## src/rtl/core/lups_pkg.sv

```systemverilog
package lups_pkg;

  localparam int WORD_W = 32;
  localparam int SUMW   = 40;

  localparam logic signed [WORD_W-1:0] Q_MAX = 32'sh7FFF_FFFF;
  localparam logic signed [WORD_W-1:0] Q_MIN = 32'sh8000_0000;

  localparam logic [1:0] KIND_LOAD_A = 2'd0;
  localparam logic [1:0] KIND_LOAD_B = 2'd1;
  localparam logic [1:0] KIND_START  = 2'd2;

  localparam int CFG_IDX_W = 2;
  localparam logic [CFG_IDX_W-1:0] REG_DIMENSION = 2'd0;
  localparam logic [CFG_IDX_W-1:0] REG_THRESHOLD = 2'd1;

  typedef struct packed {
    logic                     start;
    logic signed [WORD_W-1:0] a;
    logic signed [WORD_W-1:0] b;
  } div_req_t;

  typedef struct packed {
    logic                     done;
    logic signed [WORD_W-1:0] q;
  } div_rsp_t;

  function automatic logic [WORD_W-1:0] mag32(input logic signed [WORD_W-1:0] v);
    return v[WORD_W-1] ? (~v + 32'd1) : v;
  endfunction

  // magnitude with sign back to a saturated word
  function automatic logic signed [WORD_W-1:0] sat_mag(input logic neg,
                                                      input logic [63:0] m);
    if (neg) begin
      if (m >= 64'h8000_0000) return Q_MIN;
      return -$signed(m[WORD_W-1:0]);
    end
    if (m > 64'h7FFF_FFFF) return Q_MAX;
    return $signed(m[WORD_W-1:0]);
  endfunction

  function automatic logic signed [WORD_W-1:0] sat_sum(input logic signed [SUMW-1:0] v);
    if (v > SUMW'(Q_MAX)) return Q_MAX;
    if (v < SUMW'(Q_MIN)) return Q_MIN;
    return v[WORD_W-1:0];
  endfunction

endpackage

```

## src/rtl/core/lups_div.sv

```systemverilog
module lups_div import lups_pkg::*; #(
  parameter int FRAC_BITS = 16
) (
  input  logic     clk,
  input  logic     rst,
  input  div_req_t req,
  output div_rsp_t rsp
);

  localparam int NW   = WORD_W + FRAC_BITS;
  localparam int CNTW = $clog2(NW + 1);

  logic              busy;
  logic [CNTW-1:0]   cnt;
  logic [NW-1:0]     numr;
  logic [NW-1:0]     quo;
  logic [WORD_W:0]   rem;
  logic [WORD_W-1:0] den;
  logic              neg;

  logic [WORD_W:0]   rem_sh;
  logic              ge;
  logic [WORD_W:0]   rem_nx;
  logic [NW-1:0]     quo_nx;

  // restoring division, one quotient bit a cycle
  always_comb begin
    rem_sh = {rem[WORD_W-1:0], numr[NW-1]};
    ge     = rem_sh >= {1'b0, den};
    rem_nx = ge ? (rem_sh - {1'b0, den}) : rem_sh;
    quo_nx = {quo[NW-2:0], ge};
  end

  always_ff @(posedge clk) begin
    if (rst) begin
      busy     <= 1'b0;
      rsp.done <= 1'b0;
    end else begin
      rsp.done <= 1'b0;
      if (req.start) begin
        neg <= req.a[WORD_W-1] != req.b[WORD_W-1];
        if (req.b == '0) begin
          rsp.done <= 1'b1;
          if (req.a == '0) rsp.q <= '0;
          else rsp.q <= req.a[WORD_W-1] ? Q_MIN : Q_MAX;
        end else begin
          busy <= 1'b1;
          cnt  <= CNTW'(NW);
          numr <= (NW'(mag32(req.a)) << FRAC_BITS) + NW'(mag32(req.b) >> 1);
          den  <= mag32(req.b);
          rem  <= '0;
          quo  <= '0;
        end
      end else if (busy) begin
        rem  <= rem_nx;
        numr <= numr << 1;
        quo  <= quo_nx;
        cnt  <= cnt - CNTW'(1);
        if (cnt == CNTW'(1)) begin
          busy     <= 1'b0;
          rsp.done <= 1'b1;
          rsp.q    <= sat_mag(neg, 64'(quo_nx));
        end
      end
    end
  end

endmodule

```

## config.mk

```make
export PLATFORM = sky130hd
export DESIGN_NAME = lups_div
export DESIGN_NICKNAME = d
export VERILOG_FILES = /design/src/rtl/core/lups_pkg.sv /design/src/rtl/core/lups_div.sv
export SDC_FILE = /design/constraint.sdc
export NUM_CORES = 1
export LEC_CHECK = 0
export BUFFER_PORTS_ARGS = -buffer_cell sky130_fd_sc_hd__buf_4
export CORE_MARGIN = 2
export CORE_UTILIZATION = 25
export CTS_CLUSTER_SIZE = 8
export DETAILED_ROUTE_END_ITERATION = 8
export HOLD_SLACK_MARGIN = 0.05
export PLACE_DENSITY = 0.51
export SKIP_LAST_GASP = 1
export SYNTH_ARGS = -nofsm -noshare
export SYNTH_HDL_FRONTEND = slang
export SYNTH_SLANG_ARGS = --single-unit
```

## constraint.sdc

```tcl
create_clock -name clk -period 13.6 [get_ports clk]
set_clock_uncertainty 0.2 [all_clocks]
set_input_delay 2.72 -clock clk [delete_from_list [all_inputs] [get_ports clk]]
set_output_delay 2.72 -clock clk [all_outputs]
set_load 0.02 [all_outputs]
```

==> flow_summary.yaml <==
cts:
  cts-root-buf: "clkbuf_16"
  cts_repair_resize_count: 0
  clockBufferDepth: 2
  clk-insertion-delay-late_ps: 470
  cts_setup_buffers: 0
  holdBufCountCts: 0
  htreeDepth: 4
  clock_sinks: 200
  path_clk_slew_ps: 70
  cts-buffers-inserted: 17
  cts_tree: "done"
synthesis:
  synth_area_mm2: 0.0131
  synth_ff_type: "edfxtp_1"
  syn_inst: 1322
  muxShareOfSynthArea_pct: 3.23
  synthAdderAreaFrac_pct: 5.26
  synth_top_family_by_area: "compound AO/OA/AOI/OAI gates"
  ys_warn_count: 0
  synthDistinctLibCells: 67
  post-synth-top-area-fraction_pct: 45.3
  synth-async-reset-ratio_pct: 0
  seq_area_frac_synth_pct: 45.6
  syn_area_per_cell_um2: 9.93
  synth-compound-area-share_pct: 18.0
  yosys.area_share.xor_xnor_pct: 7.41
  yosys.cell_count.top_type: "edfxtp_1"
  synthTopCellsByArea: "edfxtp_1, xnor2_1, ha_1"
  synth_top_cell_by_area: "edfxtp_1"
  ys_seq_elements: 200
  netlist_top_cells_count: "edfxtp_1, nand2_1, o21ai_0"
  synth_enable_flop_cells: 198
  syn_nets: 1443
  yosys.area_share.simple_pct: 16.9
critical_path:
  startpoint: "req[16]"
  crit_slowest_cell: "or4_1"
  critPathTopFamily: "simple AND/OR/NAND/NOR gates"
  setup.worst_path.end_class: "flip-flop"
  crit_cells: 18
  critPathCapture: "numr[41]"
  timing.rr.start: "rem[5]"
  cp.required_ps: 13610
  path_cells: "buf_4 -> or4_1 -> or4_1 -> or3_1 -> nor4_2 -> inv_1 -> or3_1 -> nand2_1 -> xnor2_1 -> ha_1 -> a21oi_1 -> and3b_1 -> a21o_1 -> a311oi_1 -> nor2b_1 -> nand3_1 -> xnor2_1 -> mux2_2"
  worst_path_largest_cell_delay_ps: 610
  worstPathMaxFanout: 6
  critical_path_arrival_ps: 7710
  path_buf_inv: 2
  reg2reg_slack_ps: 8470
  rr_worst_depth: 18
  worst_r2r_endpoint: "rsp[22]"
  setup.worst_path.start_class: "input pin"
  worstSetupPathType: "in2reg"
timing:
  fin_crit_ps: 7700
  final-hold-violation-count: 0
  slew_headroom_pct: 35.7
  setup_viol: 0
  fmax_mhz: 130
  drv_slew: 0
  setup_slack_ps: 5900
  tns_ps: 0
  rsz0062_at_grt: "false"
  post-route-period-util_pct: 56.6
  tightest_slew_ps: 964
floorplanning:
  die_h_um: 233
  dieWidth_um: 233
  coreArea_mm2: 0.0516
  io_pins: 100
  dieArea_mm2: 0.0543
  initial_utilization_pct: 25.4
  row_count: 83
global_routing:
  antenna_found_initial: 1
  grt_usage_pct: 12.9
  grt_pass1_vias: 10100
  grt_max_degree: 72
  grt-ovfl-total: 0
  grt_pass1_wl_um: 55900
drt:
  final_antenna_net_count: 0
  firstDrtPassIters: 5
  wirelength_um: 34400
  wl_per_cell_um: 16.5
  drc: 0
  via_per_inst: 4.95
  drt_iter0_drc: 619
  vias: 10300
flow_run:
  cap_viol_max_count: 0
place:
  post-place-ws_ps: 5460
  placed_area_mm2: 0.0146
  hpwl_um: 24300
  io_buffers: 99
  gp_congestion: 0.806
final_layout:
  nets: 1512
  n_antenna_cell: 0
  fin_area_mm2: 0.0152
  area_growth_pct: 15.8
  multi_input_area_mm2: 0.00669
  drive_gt1_share_pct: 14.5
  regArea_mm2: 0.00599
  fillers: 5354
power:
  vdd_drop_max_mv: 0.0973
  cellLeakagePower_nw: 5.35
  powerDensity_mw_per_mm2: 111
outcome:
  outcome: "finished clean"
hold_path:
  hold_path_class: "reg2reg"
[worst min path at each step]
stage | startpoint | to | slack, ps | cells after the start
after detailed placement | numr[37] | numr[38] | 330 | 2
after global routing | busy | busy | 370 | 2
after global placement | numr[41] | numr[42] | 320 | 2
after floorplan | numr[36] | numr[37] | 300 | 2
after CTS | busy | busy | 350 | 2
final | numr[18] | numr[19] | 350 | 1
[cells by family after synthesis]
| group | Yosys count |
|---|---|
| compound gates | 360 |
| xor+xnor | 111 |
| fa+ha+maj | 54 |
| buf+inv | 122 |
| flops | 200 |
| mux | 38 |
| simple gates | 437 |
[per-stage QoR]
step	instances	hold slack (ps)	power (mW)	utilization, %
floorplan	1322	298	1.07	-
global placement	2052	318	1.18	28.3
detailed placement	2052	332	1.18	28.3
CTS	2084	350	1.71	29.4
global route	2084	369	1.78	29.4
finish	2084	345	1.69	29.4
[state kept, by name (all words and copies together), names as in the netlist]
name,count
busy,1
cnt,6
den,32
neg,1
numr,48
quo,47
rem,32
rsp,33
[report_power, final]
part           internal (mW)  switching [mW]  total, mW
sequential             0.735          0.0227      0.758
combinational          0.172           0.239      0.410
clock                  0.251           0.267      0.519
[layout make-up]
type | instances | share of cell area [%]
clock buffer | 18 | 2.89
clock inverter | 14 | 1.05
inverter | 60 | 1.48
multi-input combinational | 1000 | 44.0
sequential | 200 | 39.4
tap | 680 | 5.60
timing repair buffer | 112 | 5.53
[placed cells by master, fill, tap and decap left out, types with 12 or more instances in the layout]
master | netlist | layout
edfxtp_1 | 198 | 198
nand2_1 | 126 | 125
buf_4 | 0 | 112
o21ai_0 | 95 | 95
xnor2_1 | 87 | 87
nor2_1 | 81 | 80
a21oi_1 | 77 | 77
inv_1 | 59 | 59
ha_1 | 52 | 52
nor2b_1 | 50 | 50
mux2_2 | 35 | 35
nor3_1 | 34 | 33
a211oi_1 | 32 | 32
a21o_1 | 27 | 27
nor4_1 | 25 | 25
xor2_1 | 24 | 24
or3_1 | 23 | 23
nand3_1 | 23 | 23
clkbuf_16 | 0 | 17
o31ai_1 | 16 | 16
o41ai_1 | 14 | 14
nand2b_1 | 12 | 12
[layer usage]
| layer | up-vias | track usage, % | share of wire [%] |
|---|---|---|---|
| met5 | - | 0 | 0 |
| met4 | 0 | 3.80 | 1.6 |
| met3 | 37 | 1.94 | 3.6 |
| met2 | 235 | 20.7 | 46 |
| met1 | 4938 | 17.9 | 49 |
| li1 | 5114 | - | - |
(Power assumes the default switching activity.)
